**src/sv/fpr_pkg.sv**
```systemverilog
// ----------------------------------------------------------------------------
// fpr_pkg: shared types and constants of the framed packet receiver
// Holds the channel payload structs, the result kind codes, the register
// indexes and the byte-wide CRC-16 update.
// ----------------------------------------------------------------------------
`default_nettype none

package fpr_pkg;

    // Input item: one received byte and the end-of-buffer flag.
    typedef struct packed {
        logic [7:0] rx_byte;
        logic       last_in_buffer;
    } in_item_t;

    // Result item.
    typedef struct packed {
        logic [2:0]  kind;
        logic [7:0]  data_byte;
        logic [15:0] frame_length;
    } out_item_t;

    // Configuration register values as seen by the parser.
    typedef struct packed {
        logic [7:0]  start_byte_one;
        logic [7:0]  start_byte_two;
        logic [15:0] length_limit;
    } cfg_t;

    // Result kind codes.
    localparam logic [2:0] KIND_COMMAND  = 3'd0;
    localparam logic [2:0] KIND_PAYLOAD  = 3'd1;
    localparam logic [2:0] KIND_GOOD     = 3'd2;
    localparam logic [2:0] KIND_MISMATCH = 3'd3;
    localparam logic [2:0] KIND_REJECTED = 3'd4;

    // Configuration register indexes.
    localparam int CFG_INDEX_W = 2;
    localparam logic [CFG_INDEX_W-1:0] REG_START_ONE    = 2'd0;
    localparam logic [CFG_INDEX_W-1:0] REG_START_TWO    = 2'd1;
    localparam logic [CFG_INDEX_W-1:0] REG_LENGTH_LIMIT = 2'd2;
    localparam int CFG_DATA_W = 16;

    localparam logic [15:0] LENGTH_LIMIT_RESET = 16'd256;

    // CRC-16 constants: polynomial 0x1021, MSB first.
    localparam logic [15:0] CRC_POLY = 16'h1021;
    localparam logic [15:0] CRC_TOP  = 16'h8000;

    // Folds one byte into the CRC, eight bit steps MSB first.
    function automatic logic [15:0] crc16_byte(input logic [15:0] crc_in,
                                               input logic [7:0]  data);
        logic [15:0] crc;
        crc = crc_in ^ {data, 8'h00};
        for (int k = 0; k < 8; k++) begin
            if ((crc & CRC_TOP) != 16'h0000) begin
                crc = {crc[14:0], 1'b0} ^ CRC_POLY;
            end else begin
                crc = {crc[14:0], 1'b0};
            end
        end
        return crc;
    endfunction

endpackage

`default_nettype wire

```
**src/sv/fpr_cfg_regs.sv**
```systemverilog
// ----------------------------------------------------------------------------
// fpr_cfg_regs: configuration registers
// Takes register writes from the configuration channel; writes to an index
// beyond the register list are accepted and ignored.
// ----------------------------------------------------------------------------
`default_nettype none

module fpr_cfg_regs (
    input  wire logic                               aclk,
    input  wire logic                               aresetn,
    input  wire logic                               cfg_valid,
    output logic                                    cfg_ready,
    input  wire logic [fpr_pkg::CFG_INDEX_W-1:0]    cfg_index,
    input  wire logic [fpr_pkg::CFG_DATA_W-1:0]     cfg_data,
    output fpr_pkg::cfg_t                           cfg
);

    fpr_pkg::cfg_t cfg_reg;

    // The register file never stalls a transfer.
    assign cfg_ready = 1'b1;
    assign cfg       = cfg_reg;

    // Register write on each configuration transfer.
    always_ff @(posedge aclk) begin
        if (!aresetn) begin
            cfg_reg.start_byte_one <= 8'h00;
            cfg_reg.start_byte_two <= 8'h00;
            cfg_reg.length_limit   <= fpr_pkg::LENGTH_LIMIT_RESET;
        end else if (cfg_valid) begin
            unique case (cfg_index)
                fpr_pkg::REG_START_ONE: begin
                    cfg_reg.start_byte_one <= cfg_data[7:0];
                end
                fpr_pkg::REG_START_TWO: begin
                    cfg_reg.start_byte_two <= cfg_data[7:0];
                end
                fpr_pkg::REG_LENGTH_LIMIT: begin
                    cfg_reg.length_limit <= cfg_data[15:0];
                end
                default: begin
                end
            endcase
        end
    end

endmodule

`default_nettype wire

```
**src/sv/fpr_parser.sv**
```systemverilog
// ----------------------------------------------------------------------------
// fpr_parser: frame parser and CRC-16 accumulator
// Tracks the position within a frame, folds each covered byte into the
// running check and forms at most one result per accepted byte.
// ----------------------------------------------------------------------------
`default_nettype none

module fpr_parser (
    input  wire logic              aclk,
    input  wire logic              aresetn,
    input  wire fpr_pkg::cfg_t     cfg,
    input  wire logic              in_accept,
    input  wire fpr_pkg::in_item_t in_item,
    output logic                   res_valid,
    output fpr_pkg::out_item_t     res_item
);

    typedef enum logic [7:0] {
        ST_HUNT_ONE = 8'b0000_0001,
        ST_HUNT_TWO = 8'b0000_0010,
        ST_LEN_HI   = 8'b0000_0100,
        ST_LEN_LO   = 8'b0000_1000,
        ST_COMMAND  = 8'b0001_0000,
        ST_PAYLOAD  = 8'b0010_0000,
        ST_CHECK_HI = 8'b0100_0000,
        ST_CHECK_LO = 8'b1000_0000
    } state_t;

    state_t      state_reg,   state_next;
    logic [15:0] length_reg,  length_next;
    logic [15:0] remain_reg,  remain_next;
    logic [7:0]  check_hi_reg, check_hi_next;
    logic [15:0] crc_reg,     crc_next;

    logic [7:0]  b;
    logic [15:0] crc_upd;

    assign b       = in_item.rx_byte;
    assign crc_upd = fpr_pkg::crc16_byte(crc_reg, b);

    // Next-state and result logic for one byte.
    always_comb begin
        state_next    = state_reg;
        length_next   = length_reg;
        remain_next   = remain_reg;
        check_hi_next = check_hi_reg;
        crc_next      = crc_reg;
        res_valid     = 1'b0;
        res_item      = '0;

        unique case (state_reg)
            ST_HUNT_ONE: begin
                if (b == cfg.start_byte_one) begin
                    crc_next   = fpr_pkg::crc16_byte(16'h0000, b);
                    state_next = ST_HUNT_TWO;
                end
            end
            ST_HUNT_TWO: begin
                // A mismatch goes back to hunting without a second look.
                if (b == cfg.start_byte_two) begin
                    crc_next   = crc_upd;
                    state_next = ST_LEN_HI;
                end else begin
                    state_next = ST_HUNT_ONE;
                end
            end
            ST_LEN_HI: begin
                length_next = {b, 8'h00};
                crc_next    = crc_upd;
                state_next  = ST_LEN_LO;
            end
            ST_LEN_LO: begin
                length_next = {length_reg[15:8], b};
                crc_next    = crc_upd;
                if (length_next >= cfg.length_limit) begin
                    res_valid             = 1'b1;
                    res_item.kind         = fpr_pkg::KIND_REJECTED;
                    res_item.frame_length = length_next;
                    state_next            = ST_HUNT_ONE;
                end else begin
                    state_next = ST_COMMAND;
                end
            end
            ST_COMMAND: begin
                crc_next           = crc_upd;
                res_valid          = 1'b1;
                res_item.kind      = fpr_pkg::KIND_COMMAND;
                res_item.data_byte = b;
                remain_next        = length_reg;
                // An empty payload goes straight to the check bytes.
                if (length_reg == 16'h0000) begin
                    state_next = ST_CHECK_HI;
                end else begin
                    state_next = ST_PAYLOAD;
                end
            end
            ST_PAYLOAD: begin
                crc_next           = crc_upd;
                res_valid          = 1'b1;
                res_item.kind      = fpr_pkg::KIND_PAYLOAD;
                res_item.data_byte = b;
                remain_next        = remain_reg - 16'd1;
                if (remain_reg == 16'd1) begin
                    state_next = ST_CHECK_HI;
                end
            end
            ST_CHECK_HI: begin
                check_hi_next = b;
                state_next    = ST_CHECK_LO;
            end
            ST_CHECK_LO: begin
                res_valid             = 1'b1;
                res_item.frame_length = length_reg;
                if ({check_hi_reg, b} == crc_reg) begin
                    res_item.kind = fpr_pkg::KIND_GOOD;
                end else begin
                    res_item.kind = fpr_pkg::KIND_MISMATCH;
                end
                state_next = ST_HUNT_ONE;
            end
            default: begin
                state_next = ST_HUNT_ONE;
            end
        endcase

        // The end of a buffer always returns the parser to hunting.
        if (in_item.last_in_buffer) begin
            state_next = ST_HUNT_ONE;
        end
    end

    // Control state.
    always_ff @(posedge aclk) begin
        if (!aresetn) begin
            state_reg <= ST_HUNT_ONE;
        end else if (in_accept) begin
            state_reg <= state_next;
        end
    end

    // Frame data registers, meaningful only once the frame has set them.
    always_ff @(posedge aclk) begin
        if (in_accept) begin
            length_reg   <= length_next;
            remain_reg   <= remain_next;
            check_hi_reg <= check_hi_next;
            crc_reg      <= crc_next;
        end
    end

endmodule

`default_nettype wire

```
**src/sv/fpr_out_stage.sv**
```systemverilog
// ----------------------------------------------------------------------------
// fpr_out_stage: result register
// Holds one result for the output channel and lets a new input transfer in
// whenever the held result leaves in the same cycle or none is held.
// ----------------------------------------------------------------------------
`default_nettype none

module fpr_out_stage (
    input  wire logic               aclk,
    input  wire logic               aresetn,
    input  wire logic               in_accept,
    input  wire logic               res_valid,
    input  wire fpr_pkg::out_item_t res_item,
    output logic                    in_ready,
    output logic                    m_valid,
    input  wire logic               m_ready,
    output fpr_pkg::out_item_t      m_data
);

    logic               valid_reg;
    fpr_pkg::out_item_t data_reg;

    assign in_ready = !valid_reg || m_ready;
    assign m_valid  = valid_reg;
    assign m_data   = data_reg;

    // Valid flag: cleared by an output transfer, set by a new result.
    always_ff @(posedge aclk) begin
        if (!aresetn) begin
            valid_reg <= 1'b0;
        end else if (in_accept && res_valid) begin
            valid_reg <= 1'b1;
        end else if (m_ready) begin
            valid_reg <= 1'b0;
        end
    end

    // Result payload.
    always_ff @(posedge aclk) begin
        if (in_accept && res_valid) begin
            data_reg <= res_item;
        end
    end

endmodule

`default_nettype wire

```
**src/sv/framed_packet_receiver_crc16.sv**
```systemverilog
// ----------------------------------------------------------------------------
// framed_packet_receiver_crc16: length-prefixed frame receiver with CRC-16
// Top level joining configuration registers, parser and result register.
// ----------------------------------------------------------------------------
// Usage:
//   The s_ channel carries one received byte per transfer with a flag that
//   marks the last byte of a buffer. The receiver hunts for the two start
//   bytes, reads a big-endian 16-bit length, then reports the command byte
//   and each payload byte as results, and finally checks the big-endian
//   CRC-16 (poly 0x1021, init 0) and reports good or mismatch. A length at
//   or above length_limit is reported as rejected right after it arrives.
//   The cfg channel writes registers 0..2; other indexes are ignored, and
//   writes are meant to happen while no frame is in flight.
//   A result appears on the m_ channel in the cycle after the byte that
//   causes it is transferred. Bytes pass at one per cycle, set by the
//   byte-wide CRC update between the state registers, unless a held result stalls s_ready.
//   Reset clears the parser to hunting, empties the result register and
//   restores the register defaults. While a result waits on a low m_ready,
//   s_ready is low; bytes that cause no result still pass whenever the
//   result register is empty or is being drained.
// ----------------------------------------------------------------------------
`default_nettype none

module framed_packet_receiver_crc16 (
    input  wire logic                            aclk,
    input  wire logic                            aresetn,
    input  wire logic                            s_valid,
    output logic                                 s_ready,
    input  wire fpr_pkg::in_item_t               s_data,
    output logic                                 m_valid,
    input  wire logic                            m_ready,
    output fpr_pkg::out_item_t                   m_data,
    input  wire logic                            cfg_valid,
    output logic                                 cfg_ready,
    input  wire logic [fpr_pkg::CFG_INDEX_W-1:0] cfg_index,
    input  wire logic [fpr_pkg::CFG_DATA_W-1:0]  cfg_data
);

    fpr_pkg::cfg_t      cfg;
    fpr_pkg::out_item_t res_item;
    logic               res_valid;
    logic               in_accept;

    assign in_accept = s_valid && s_ready;

    // Configuration registers.
    fpr_cfg_regs u_cfg (
        .aclk      (aclk),
        .aresetn   (aresetn),
        .cfg_valid (cfg_valid),
        .cfg_ready (cfg_ready),
        .cfg_index (cfg_index),
        .cfg_data  (cfg_data),
        .cfg       (cfg)
    );

    // Frame parser.
    fpr_parser u_parser (
        .aclk      (aclk),
        .aresetn   (aresetn),
        .cfg       (cfg),
        .in_accept (in_accept),
        .in_item   (s_data),
        .res_valid (res_valid),
        .res_item  (res_item)
    );

    // Result register.
    fpr_out_stage u_out (
        .aclk      (aclk),
        .aresetn   (aresetn),
        .in_accept (in_accept),
        .res_valid (res_valid),
        .res_item  (res_item),
        .in_ready  (s_ready),
        .m_valid   (m_valid),
        .m_ready   (m_ready),
        .m_data    (m_data)
    );

endmodule

`default_nettype wire

```
**config.mk**
```make
export PLATFORM = sky130hd
export DESIGN_NAME = framed_packet_receiver_crc16
export DESIGN_NICKNAME = d
export VERILOG_FILES = /design/src/sv/fpr_pkg.sv /design/src/sv/fpr_cfg_regs.sv /design/src/sv/fpr_parser.sv /design/src/sv/fpr_out_stage.sv /design/src/sv/framed_packet_receiver_crc16.sv
export SDC_FILE = /design/constraint.sdc
export NUM_CORES = 1
export LEC_CHECK = 0
export ABC_AREA = 1
export BUFFER_PORTS_ARGS = -buffer_cell sky130_fd_sc_hd__buf_4
export CAP_MARGIN = 10
export CORE_UTILIZATION = 35
export CTS_BUF_LIST = sky130_fd_sc_hd__clkbuf_4 sky130_fd_sc_hd__clkbuf_8 sky130_fd_sc_hd__clkbuf_16
export DETAILED_ROUTE_END_ITERATION = 7
export HOLD_SLACK_MARGIN = 0.08
export PLACE_DENSITY = 0.62
export SLEW_MARGIN = 30
export SYNTH_ARGS = -nofsm -noshare
export SYNTH_HDL_FRONTEND = slang
export SYNTH_SLANG_ARGS = --single-unit
```
**constraint.sdc**
```tcl
create_clock -name aclk -period 3.5 [get_ports aclk]
set_clock_uncertainty 0.1 [all_clocks]
set_input_delay 0.35 -clock aclk [delete_from_list [all_inputs] [get_ports aclk]]
set_output_delay 0.35 -clock aclk [all_outputs]
set_load 0.01 [all_outputs]
```
# Word-level counts from Yosys, hierarchy flattened
# Cells that the tools add are included.
classes:
  n_lt_le_gt_ge: 1
  bitwise_logic: 18
  reduce_logical: 22
  n_mux: 51
  add_sub_neg: 1
  n_eq_ne: 18
ops:
  columns: ["operator", "n"]
  rows:
  - ["$mux W16", 17]
  - ["$mux W13", 16]
  - ["$pmux W16 S2", 3]
  - ["$pmux W8 S7", 1]
  - ["$not A3 Y3", 16]
  - ["$pmux W16 S3", 1]
  - ["$mux W8", 3]
  - ["$eq A16 B1 Y1 const B", 1]
  - ["$eq A16 B16 Y1", 1]
  - ["$eq A8 B8 Y1", 2]
  - ["$ge A16 B16 Y1", 1]
  - ["$logic_not A16 Y1", 1]
  - ["$sub A16 B1 Y16 const B", 1]
  - ["$xor A16 B16 Y16", 1]
  - ["$reduce_and A2 Y1", 6]
  - ["$pmux W3 S3", 1]
  - ["$eq A8 B1 Y1 const B", 1]
  - ["$eq A8 B2 Y1 const B", 1]
  - ["$eq A8 B3 Y1 const B", 1]
  - ["$eq A8 B4 Y1 const B", 1]
  - ["$eq A8 B5 Y1 const B", 1]
  - ["$eq A8 B6 Y1 const B", 1]
  - ["$eq A8 B7 Y1 const B", 1]
  - ["$eq A8 B8 Y1 const B", 1]
  - ["21 further kinds", 31]
word_totals:
  output_inout_bits: 30
  reg_bits: 124
  inputBits: 32

# Depth between registers and ports, before layout
# Gate-level depths: netlist (run 1).
depth:
  depth_word: 32
  ltp_mapped: 16

# Modules after synthesis
# From an unflattened synthesis (run 1), not the netlist that was laid out.
hier_totals:
  cells_unflattened: 826
  area_unflattened_um2: 7015.5
modules_own_cells:
  columns: ["mod", "cells_per_inst", "seq_area_each_um2", "area_each_um2", "instances"]
  rows:
  - ["fpr_parser", 583, 1841.8, 4739.5, 1]
  - ["fpr_cfg_regs", 207, 640.6, 1407.6, 1]
  - ["fpr_out_stage", 34, 830.8, 860.8, 1]
  - ["framed_packet_receiver_crc16", 2, 0.0, 7.5, 1]

# Worst setup path before layout (run 1)
# OpenSTA, ideal clock, no wires.
synth_path:
  path_type: "input -> register"
  from: "input s_data[1] in the netlist's numbering"
  to: "register u_out.data_reg, in the netlist u_out.m_data[0], enable pin"
  cell_stages: 15
  path_buffers: 1
  arrival_ns: 3.013
  required_ns: 2.980
  setup_time_ns: 0.420
  path_slack_ns: -0.033
  cell_sequence: "buf_2 > inv_1 > ha_1 > nand2_1 > nor2_1 > nor2_1 > nand2_1 > nand2_1 > nand2_1 > nand2_1 > nand2_1 > nand2_1 > inv_2 > nor2_4 > a21oi_1"
synth_between:
  elab_chain_len: 4
synth_rtl:
  columns: ["element", "line_no", "rtl"]
  rows:
  - ["from (decl)", "framed_packet_receiver_crc16.sv:29", "input wire fpr_pkg::in_item_t s_data,"]
  - ["$ge A16 B16 Y1", "fpr_parser.sv:75", "if (length_next >= cfg.length_limit) begin"]
  - ["$mux W1", "fpr_parser.sv:75", null]
  - ["$pmux W1 S2", "fpr_parser.sv:51", "unique case (state_reg)"]
  - ["$logic_and A1 B1 Y1", "fpr_out_stage.sv:40", "if (in_accept && res_valid) begin"]
  - ["to (signal assigned)", "fpr_out_stage.sv:41", "data_reg <= res_item;"]
  - ["to (decl)", "fpr_out_stage.sv:21", "fpr_pkg::out_item_t data_reg;"]
# No other way between the ends.
# A chain may end at the register's enable or synchronous reset.

# Worst setup path in the final report (run 1)
layout_path:
  from: "register u_parser.length_reg[11]"
  to: "register u_out.data_reg, in the netlist u_out.m_data[22], enable pin"
layout_between:
  elab_chain_len: 4
layout_rtl:
  columns: ["element", "line_no", "rtl"]
  rows:
  - ["from (decl)", "fpr_parser.sv:30", "logic [15:0] length_reg, length_next;"]
  - ["from (signal assigned)", "fpr_parser.sv:144", "length_reg <= length_next;"]
  - ["$ge A16 B16 Y1", "fpr_parser.sv:75", null]
  - ["$mux W1", "fpr_parser.sv:75", null]
  - ["$pmux W1 S2", "fpr_parser.sv:51", null]
  - ["$logic_and A1 B1 Y1", "fpr_out_stage.sv:40", null]
# No other way between the ends.

==> impl_metrics.tcl, run 1 <==
set metrics [dict create \
    r2r_slack_ps 840 \
    slowest_stage "edfxtp_1" \
    swShare_pct 22.9 \
    start_util_pct 35.8 \
    path_class "reg -> reg" \
    ctsHtreeMaxLevel 4 \
    grt_pass1_vias 4498 \
    first_pass_iters 4 \
    crit_path_max_fanout 19 \
    async_flop_share_pct 0 \
    pwr-share-clk_pct 47.1 \
    drc 0 \
    crit_top_cell "nand2_1" \
    crit_required_ps 3510 \
    finalSetupViolations 0 \
    cts_tree "built" \
    p_comb_share_pct 10.6 \
    drt_iter0_drc 296 \
    clkTransAtPathRegs_ps 50 \
    grt_first_pass_wirelength_mm 23.9 \
    syn_area_um2 6430 \
    routabilityCongestion 0.840 \
    ys.warnings.count 0 \
    cts_sinks 124 \
    vias 4831 \
    antenna_found_initial 0 \
    dp_hpwl_mm 11.1 \
    maxCapViolations 0 \
    synth-seq-area-share_pct 51.5 \
    timing.final.crit_share_pct 76.0 \
    fillers 1743 \
    finalNonFillerCells 1017 \
    post-place-cells 976 \
    design.die.area_um2 18900 \
    status "finished, final reports clean" \
    most-common-layout-cells "nor2_1 (118), nand2_1 (101), edfxtp_1 (83), inv_1 (72), o21ai_0 (68)" \
    viasPerCell 4.75 \
    critPathBufInv 2 \
    slew_headroom_pct 40.0 \
    fin_crit_ps 2660 \
    layout-drive-gt1-share_pct 16.9 \
    cts-buffers-inserted 17 \
    endpoint_kind "flip-flop" \
    crit_chain "ha_1 -> nand2_1 -> o21ai_0 -> a21oi_1 -> nand2_1 -> nand2_1 -> inv_2 -> nor2_4 -> a21oi_2 -> buf_4" \
    min_path_type "in -> reg" \
    finalHoldViolCount 0 \
    cpPeakStageDelay_ps 450 \
    synth-edff-count 83 \
    drtAntennaViolNets 0 \
    area_growth_pct 21.2 \
    clockRootBuffer "clkbuf_16" \
    post_drt_wl_per_cell_um 14.9 \
    clock_path_buffers 2 \
    start_kind "flip-flop" \
    path_delay_family "simple AND/OR/NAND/NOR gates" \
    r2r_start "u_parser.length_reg[11]" \
    worstHoldStart "cfg_data[12]" \
    worst_ep_arrival_time_ps 2670 \
    drv_slew 0 \
    worstMarginPinSlew_ps 896 \
    grt_use_total_pct 17.2 \
    synth_cells 702 \
    largest_register_ff_count 32 \
    numPortBuffers 60 \
    design_area_um2 7790 \
    clock.fmax_mhz 376 \
    fin_nets 825 \
    ir_drop_mv 0.430 \
    gr-total-overflow 0 \
    cts_resized 0 \
    tns_ps 0 \
    grt_max_degree 37 \
    power.internal_w 0.00301 \
    leakage_nw 3.21 \
    synthFlopType "edfxtp_1" \
    die_w_um 138 \
    syn_avg_cell_area_um2 9.16 \
    mostFrequentLayoutCell "nor2_1" \
    drt-total-wl_mm 15.1 \
    ys_ff_latch 124 \
    n_antenna_cell 0 \
    coreArea_um2 18000 \
    post_dp_cell_area_um2 7080 \
    power_density_nw_per_um2 502 \
    fp-row-count 49 \
    clk_latency_ps 430 \
    rsz0062_at_grt "false" \
    ios 62 \
    p_sw_w 0.000896 \
    seq_power_share_pct 42.3 \
    crit_path_start "u_parser.length_reg[11]" \
    die_y_um 138 \
    synth_nets 752 \
    yosysUniqueCellTypes 40 \
]
area by class of cell:
class	instances	area (um^2)	share of cell area, %
flip-flops and latches	124	3310	42.5
clock buffers	23	470	6.04
well taps	229	287	3.68
multi-input cells	474	2670	34.3
clock inverters	9	144	1.85
inverters	83	322	4.13
repair buffers	75	586	7.51
per-stage QoR:
stage	total power, W	util [%]	hold WS [ps]	worst slack, ps
final	0.00391	43.4	104	841
after global routing	0.00405	43.4	105	617
after floorplan	0.00198	-	333	505
after CTS	0.00393	43.4	94.2	826
after detailed placement	0.00209	39.4	361	705
after global placement	0.00209	39.4	355	788
worst min-delay path, stage by stage:
cell and delay (ps):
buf_4 70, o21ai_0 70, a21oi_1 100
final timing paths:
check,cells past startpoint,endpoint
max,10,u_out.m_data[22]
min reg2reg,2,u_cfg.cfg[3]
min,3,u_cfg.cfg[12]
max reg2reg,10,u_out.m_data[22]
metal layers:
layer  up-vias  share of wire (%)  GRT usage [%]
met1      2215                 50           24.4
li1       2449                  -              -
met2       143                 43           24.7
met5         -                  0              0
met4         0                1.8           7.39
met3        24                5.0           4.16
power groups by stage:
stage | Sequential [W] | Combinational, W | Clock, W
finish | 0.00166 | 0.000413 | 0.00184
floorplan | 0.00168 | 0.000303 | 0
global placement | 0.00168 | 0.000402 | 0
CTS | 0.00166 | 0.000415 | 0.00186
global route | 0.00166 | 0.000465 | 0.00193
detailed placement | 0.00168 | 0.000406 | 0
synthesized netlist by cell type, types with 2 or more instances:
master	number	area, um^2
o21ai_2	3	26.3
nand3_1	17	85.1
o21ai_0	68	340
xor2_1	35	307
nand2_4	4	45.0
xnor2_1	34	298
nand2_1	101	379
inv_1	72	270
nand4_1	10	62.6
ha_1	18	225
edfxtp_1	83	2490
inv_4	2	12.5
buf_4	3	22.5
o21ai_1	2	10.0
o21a_1	2	15.0
nor2_4	6	67.6
nor4_1	3	18.8
inv_2	7	26.3
nand2_2	5	31.3
a31oi_1	3	18.8
dfxtp_1	41	821
buf_2	6	30.0
a21oi_1	28	140
nor3_1	7	35.0
buf_6	3	33.8
nor2_1	118	443
clkbuf_1	8	30.0
logic make-up after synthesis:
kind of cell	Yosys count	synth area share, %
simple gates	274	19.0
xor+xnor	70	9.65
flops	124	51.5
other cells	1	0.0583
compound gates	111	9.18
fa+ha+maj	18	3.50
buf+inv	104	7.12
timing repair:
| action | in CTS | in global routing |
|---|---|---|
| hold buffers | 9 | 0 |
| buffers inserted | 0 | 0 |
| hold endpoints to repair | 16 | 0 |
Note: power is estimated with default switching activity, not from simulation.
==> inputs of run 2 (changes only) <==
==> constraint.sdc (replaced) <==
create_clock -name aclk -period 2.4 [get_ports aclk]
set_clock_uncertainty 0.1 [all_clocks]
set_input_delay 0.24 -clock aclk [delete_from_list [all_inputs] [get_ports aclk]]
set_output_delay 0.24 -clock aclk [all_outputs]
set_load 0.01 [all_outputs]
==> impl_metrics.tcl, run 2 (same netlist as run 1, synthesis figures left out) <==
set metrics [dict create \
    status "finished, final reports clean" \
    worstReg2RegEnd "u_out.m_data[14]" \
    leakage_nw 3.38 \
    clock_path_buffers 2 \
    post-place-cells 995 \
    numPortBuffers 60 \
    fin_nets 862 \
    finalNonFillerCells 1054 \
    clockRootBuffer "clkbuf_16" \
    crit_path_start "s_data[3]" \
    finalHoldViolCount 0 \
    drtAntennaViolNets 0 \
    drt-total-wl_mm 15.4 \
    mostFrequentLayoutCell "nor2_1" \
    drv_slew 0 \
    post_drt_wl_per_cell_um 14.6 \
    ctsHtreeMaxLevel 4 \
    cts_tree "built" \
    grt_max_degree 37 \
    n_antenna_cell 0 \
    clk_latency_ps 420 \
    fillers 1702 \
    largest_register_ff_count 32 \
    start_kind "primary input" \
    path_class "in -> reg" \
    design.die.area_um2 18900 \
    worst_ep_arrival_time_ps 2320 \
    endpoint_kind "flip-flop" \
    min_path_type "in -> reg" \
    crit_path_max_fanout 7 \
    slew_headroom_pct 60.3 \
    layout-drive-gt1-share_pct 19.4 \
    slowest_stage "dlygate4sd3_1" \
    viasPerCell 4.71 \
    drc 0 \
    routabilityCongestion 0.815 \
    crit_top_cell "nand2_1" \
    crit_required_ps 2440 \
    first_pass_iters 5 \
    die_y_um 138 \
    start_util_pct 35.8 \
    r2r_start "u_parser.length_reg[11]" \
    holdPathStages 2 \
    clkTransAtPathRegs_ps 50 \
    maxCapViolations 0 \
    fin_crit_ps 2290 \
    whs_endpoint "u_parser.state_reg[0]" \
    coreArea_um2 18000 \
    antenna_found_initial 0 \
    power_density_nw_per_um2 674 \
    gr-total-overflow 0 \
    final_util_pct 45.3 \
    cts-buffers-inserted 17 \
    grt_pass1_vias 4652 \
    vias 4964 \
    ir_drop_mv 0.523 \
    grt_use_total_pct 17.2 \
    grt_first_pass_wirelength_mm 24.1 \
    r2r_slack_ps 140 \
    timing.final.crit_share_pct 95.4 \
    crit_chain "dlygate4sd3_1 -> buf_6 -> ha_1 -> nand2_1 -> nor2_1 -> nor2_1 -> nand2_1 -> nand2_1 -> nand2_1 -> nand2_1 -> nand2_2 -> nand2_4 -> inv_4 -> nor2_4 -> a21oi_4 -> buf_12 -> clkbuf_16" \
    finalSetupViolations 0 \
    rr_worst_depth 11 \
    most-common-layout-cells "nor2_1 (118), nand2_1 (99), buf_4 (86), edfxtp_1 (83), inv_1 (71)" \
    worstMarginPinSlew_ps 591 \
    clock.fmax_mhz 437 \
    die_w_um 138 \
    cpPeakStageDelay_ps 550 \
    dp_hpwl_mm 11.2 \
    ios 62 \
    area_growth_pct 26.6 \
    worstHoldStart "aresetn" \
    drt_iter0_drc 290 \
    fp-row-count 49 \
    cts_sinks 124 \
]
==> run 2: critical path, delay by kind of cell <==
| kind | cells | cell delay, ps |
|---|---|---|
| AOI/OAI and AO/OA | 1 | 150 |
| adders and majority gates | 1 | 260 |
| buffers and inverters | 5 | 1030 |
| and+or+nand+nor | 10 | 620 |
==> run 2: how the worst max path moves through the flow <==
| stage | cells after the start | slack (ps) | endpoint |
|---|---|---|---|
| 5_1_grt | 17 | -4 | u_out.m_data[12] |
| 2_1_floorplan | 15 | 10 | u_out.m_data[0] |
| 4_1_cts | 16 | 60 | u_out.m_data[24] |
| 3_5_place_dp | 10 | 180 | u_out.m_data[19] |
| 6_report | 17 | 110 | u_out.m_data[14] |
| 3_3_place_gp | 15 | 210 | u_out.m_data[19] |
==> run 2: metal layers <==
metal | vias to the layer above | track usage [%] | part of all wire [%]
met3 | 13 | 4.01 | 4.2
li1 | 2528 | - | -
met5 | - | 0 | 0
met4 | 0 | 6.35 | 1.4
met1 | 2311 | 22.9 | 47
met2 | 112 | 27.3 | 47
==> run 2: final cells by class <==
type,count,area [um^2],share of cell area [%]
tap,229,287,3.52
clock buffer,24,497,6.10
timing repair buffer,112,968,11.9
clock inverter,8,67.6,0.830
inverter,83,324,3.98
sequential,124,3310,40.7
multi-input combinational,474,2690,33.0
==> run 2: power breakdown <==
group	leakage, nW	total, W	switching [W]	internal [W]
clock network	0.280	0.00242	0.000886	0.00154
logic	2.01	0.000657	0.000370	0.000287
registers	1.10	0.00241	0.0000511	0.00236
total	3.38	0.00549	0.00131	0.00418
==> run 2: stage by stage <==
step	hold slack (ps)	area, um^2	setup TNS [ps]	total power [W]	worst slack (ps)
detailed placement	355	7260	0	0.00307	179
global route	105	8140	-33.8	0.00571	-4.01
floorplan	239	6450	0	0.00289	10.6
global placement	342	7260	0	0.00307	207
CTS	82.1	8020	0	0.00553	62.5
finish	95.9	8140	0	0.00549	111
==> run 2: repair_timing <==
| action | CTS | global route |
|---|---|---|
| setup endpoints to repair | 0 | 27 |
| setup buffers | 0 | 5 |
| gates resized for setup | 0 | 3 |
| endpoints found under the hold margin | 35 | 0 |
| hold buffers | 19 | 0 |
==> inputs of run 3 (changes only) <==
--- a/config.mk
+++ b/config.mk
@@ -5,9 +5,8 @@
 export SDC_FILE = /design/constraint.sdc
 export NUM_CORES = 1
 export LEC_CHECK = 0
-export ABC_AREA = 1
+export ABC_AREA = 0
 export BUFFER_PORTS_ARGS = -buffer_cell sky130_fd_sc_hd__buf_4
-export CAP_MARGIN = 10
 export CORE_UTILIZATION = 35
 export CTS_BUF_LIST = sky130_fd_sc_hd__clkbuf_4 sky130_fd_sc_hd__clkbuf_8 sky130_fd_sc_hd__clkbuf_16
 export DETAILED_ROUTE_END_ITERATION = 7
==> impl_metrics.tcl, run 3 <==
set metrics [dict create \
    synthFlopType "edfxtp_1" \
    crit_path_max_fanout 3 \
    fin_crit_ps 2450 \
    finalHoldViolCount 0 \
    start_util_pct 36.0 \
    drtAntennaViolNets 0 \
    fp-row-count 48 \
    antenna_found_initial 0 \
    ys.warnings.count 0 \
    grt_max_degree 42 \
    grt_first_pass_wirelength_mm 25.0 \
    power_density_nw_per_um2 617 \
    dp_slack_ps -356 \
    fin_ws_ps -52.3 \
    area_growth_pct 36.0 \
    grt_pass1_vias 4768 \
    final_util_pct 49.0 \
    violations "negative setup slack" \
    leakage_nw 3.24 \
    crit_path_start "u_parser.remain_reg[7]" \
    synth_area_leaders "edfxtp_1 (40%), dfxtp_1 (13%), xnor2_1 (6.3%), xor2_1 (6.0%), nand2_1 (4.4%)" \
    finalSetupViolations 3 \
    gr-total-overflow 0 \
    numPortBuffers 60 \
    finalNonFillerCells 967 \
    coreArea_um2 17400 \
    drv_slew 0 \
    drt-total-wl_mm 16.0 \
    maxCapViolations 0 \
    drt_iter0_drc 273 \
    worst_ep_arrival_time_ps 2700 \
    cpPeakStageDelay_ps 560 \
    fin_nets 779 \
    most-common-layout-cells "buf_4 (126), edfxtp_1 (83), nand2_1 (73), xnor2_1 (45), xor2_1 (43)" \
    vias 4706 \
    synth.most_common_cell "edfxtp_1" \
    rsz0062_at_grt "true" \
    layout-drive-gt1-share_pct 25.9 \
    cp.depth 6 \
    synth-seq-area-share_pct 52.8 \
    ys_top_cells_by_count "edfxtp_1 (83), nand2_1 (73), xnor2_1 (45)" \
    synth_top_area_cell "edfxtp_1" \
    cts_tree "built" \
    synth_cells 582 \
    clock_path_buffers 2 \
    cts_sinks 124 \
    ctsHtreeMaxLevel 4 \
    synth-edff-count 83 \
    status "complete, but fails checks" \
    clkTransAtPathRegs_ps 60 \
    slowest_stage "or4_4" \
    routabilityCongestion 0.836 \
    ys_ff_latch 124 \
    slew_headroom_pct 57.3 \
    clock.fmax_mhz 408 \
    die_w_um 136 \
    crit_required_ps 2650 \
    r2r_slack_ps -50 \
    async_flop_share_pct 0 \
    synth_nets 632 \
    endpoint_kind "flip-flop" \
    critPathBufInv 0 \
    timing.final.crit_share_pct 102 \
    netlist.area_leader.share_pct 39.7 \
    viasPerCell 4.87 \
    path_delay_family "simple AND/OR/NAND/NOR gates" \
    cts-buffers-inserted 17 \
    design.die.area_um2 18500 \
    syn_avg_cell_area_um2 10.8 \
    post-place-cells 901 \
    mostFrequentLayoutCell "buf_4" \
    clk_latency_ps 420 \
    ir_drop_mv 0.481 \
    endpoint "u_parser.state_reg[4]" \
    die_y_um 136 \
    whs_ps 103 \
    largest_register_ff_count 32 \
    grt_use_total_pct 18.1 \
    n_antenna_cell 0 \
    start_kind "flip-flop" \
    path_class "reg -> reg" \
    yosysUniqueCellTypes 48 \
    tns_ps -85.5 \
    worstMarginPinSlew_ps 631 \
    dp_hpwl_mm 11.0 \
    holdPathStages 2 \
    post_drt_wl_per_cell_um 16.6 \
    r2r_start "u_parser.remain_reg[7]" \
    syn_area_um2 6280 \
    drc 0 \
    crit_top_cell "or4_4" \
    min_path_type "in -> reg" \
    rr_worst_depth 6 \
    clockRootBuffer "clkbuf_16" \
    ios 62 \
    worstReg2RegEnd "u_parser.state_reg[4]" \
    first_pass_iters 5 \
    crit_chain "or4_4 -> and4bb_2 -> a31oi_4 -> a211o_1 -> or4_4 -> a21boi_1" \
]
==> run 3: cell types whose count changed after synthesis, moves of 13 or more <==
cell      change
a21boi_0     +17
mux2i_1      +17
clkbuf_1     +14
and2_1       +21
nor4_1       +13
nor2b_1      +27
inv_1        -47
nand2_1      -28
a21oi_1      -19
nor2_1       -92
o21ai_0      -49
==> run 3: logic make-up after synthesis <==
| group | synth area share (%) |
|---|---|
| and+or+nand+nor | 17.8 |
| DFF | 52.8 |
| xor gates and xnor gates | 12.3 |
| AOI/OAI and AO/OA | 7.52 |
| buffers and inverters | 3.21 |
| adders and majority gates | 3.59 |
| muxes | 2.71 |
| other | 0.0598 |
==> run 3: stage by stage <==
stage	instance area [um^2]	total power (W)
after global placement	7450	0.00271
after detailed placement	7450	0.00272
after floorplan	6400	0.00257
after CTS	8350	0.00529
after global routing	8530	0.00543
final	8530	0.00526
==> run 3: metal layers <==
metal | vias up | share of wire (%) | GRT usage [%]
li1 | 2328 | - | -
met1 | 2254 | 44 | 22.3
met2 | 102 | 49 | 31.2
met3 | 22 | 4.1 | 3.06
met4 | 0 | 2.1 | 7.22
met5 | - | 0 | 0
==> run 3: layout make-up <==
cell class | instances | area (um^2)
repair buffers | 154 | 1290
clock inverters | 13 | 150
well taps | 225 | 282
multi-input cells | 407 | 2960
clock buffers | 19 | 440
fillers | 1621 | 8880
inverters | 25 | 93.8
flip-flops and latches | 124 | 3320
==> run 3: worst min-delay path by stage <==
stage | startpoint | endpoint | slack (ps)
global placement | u_cfg.cfg[4] | u_cfg.cfg[4] | 350
CTS | aresetn | u_parser.state_reg[0] | 90
finish | aresetn | u_parser.state_reg[0] | 100
detailed placement | u_cfg.cfg[4] | u_cfg.cfg[4] | 360
global route | s_data[1] | u_parser.check_hi_reg[0] | 110
floorplan | s_data[1] | u_parser.check_hi_reg[0] | 240
==> run 3: repair_timing <==
action,CTS,global route
buffers inserted,7,5
hold endpoints to repair,34,0
hold buffers,19,0
gates resized for setup,7,18
cloned,1,2
endpoints found under the setup margin,48,62
pin swaps,10,4
==> run 3: report_power, final <==
group	internal [W]	switching, W	total, W
Clock	0.00164	0.000906	0.00254
Sequential	0.00230	0.0000218	0.00232
Combinational	0.000203	0.000199	0.000402
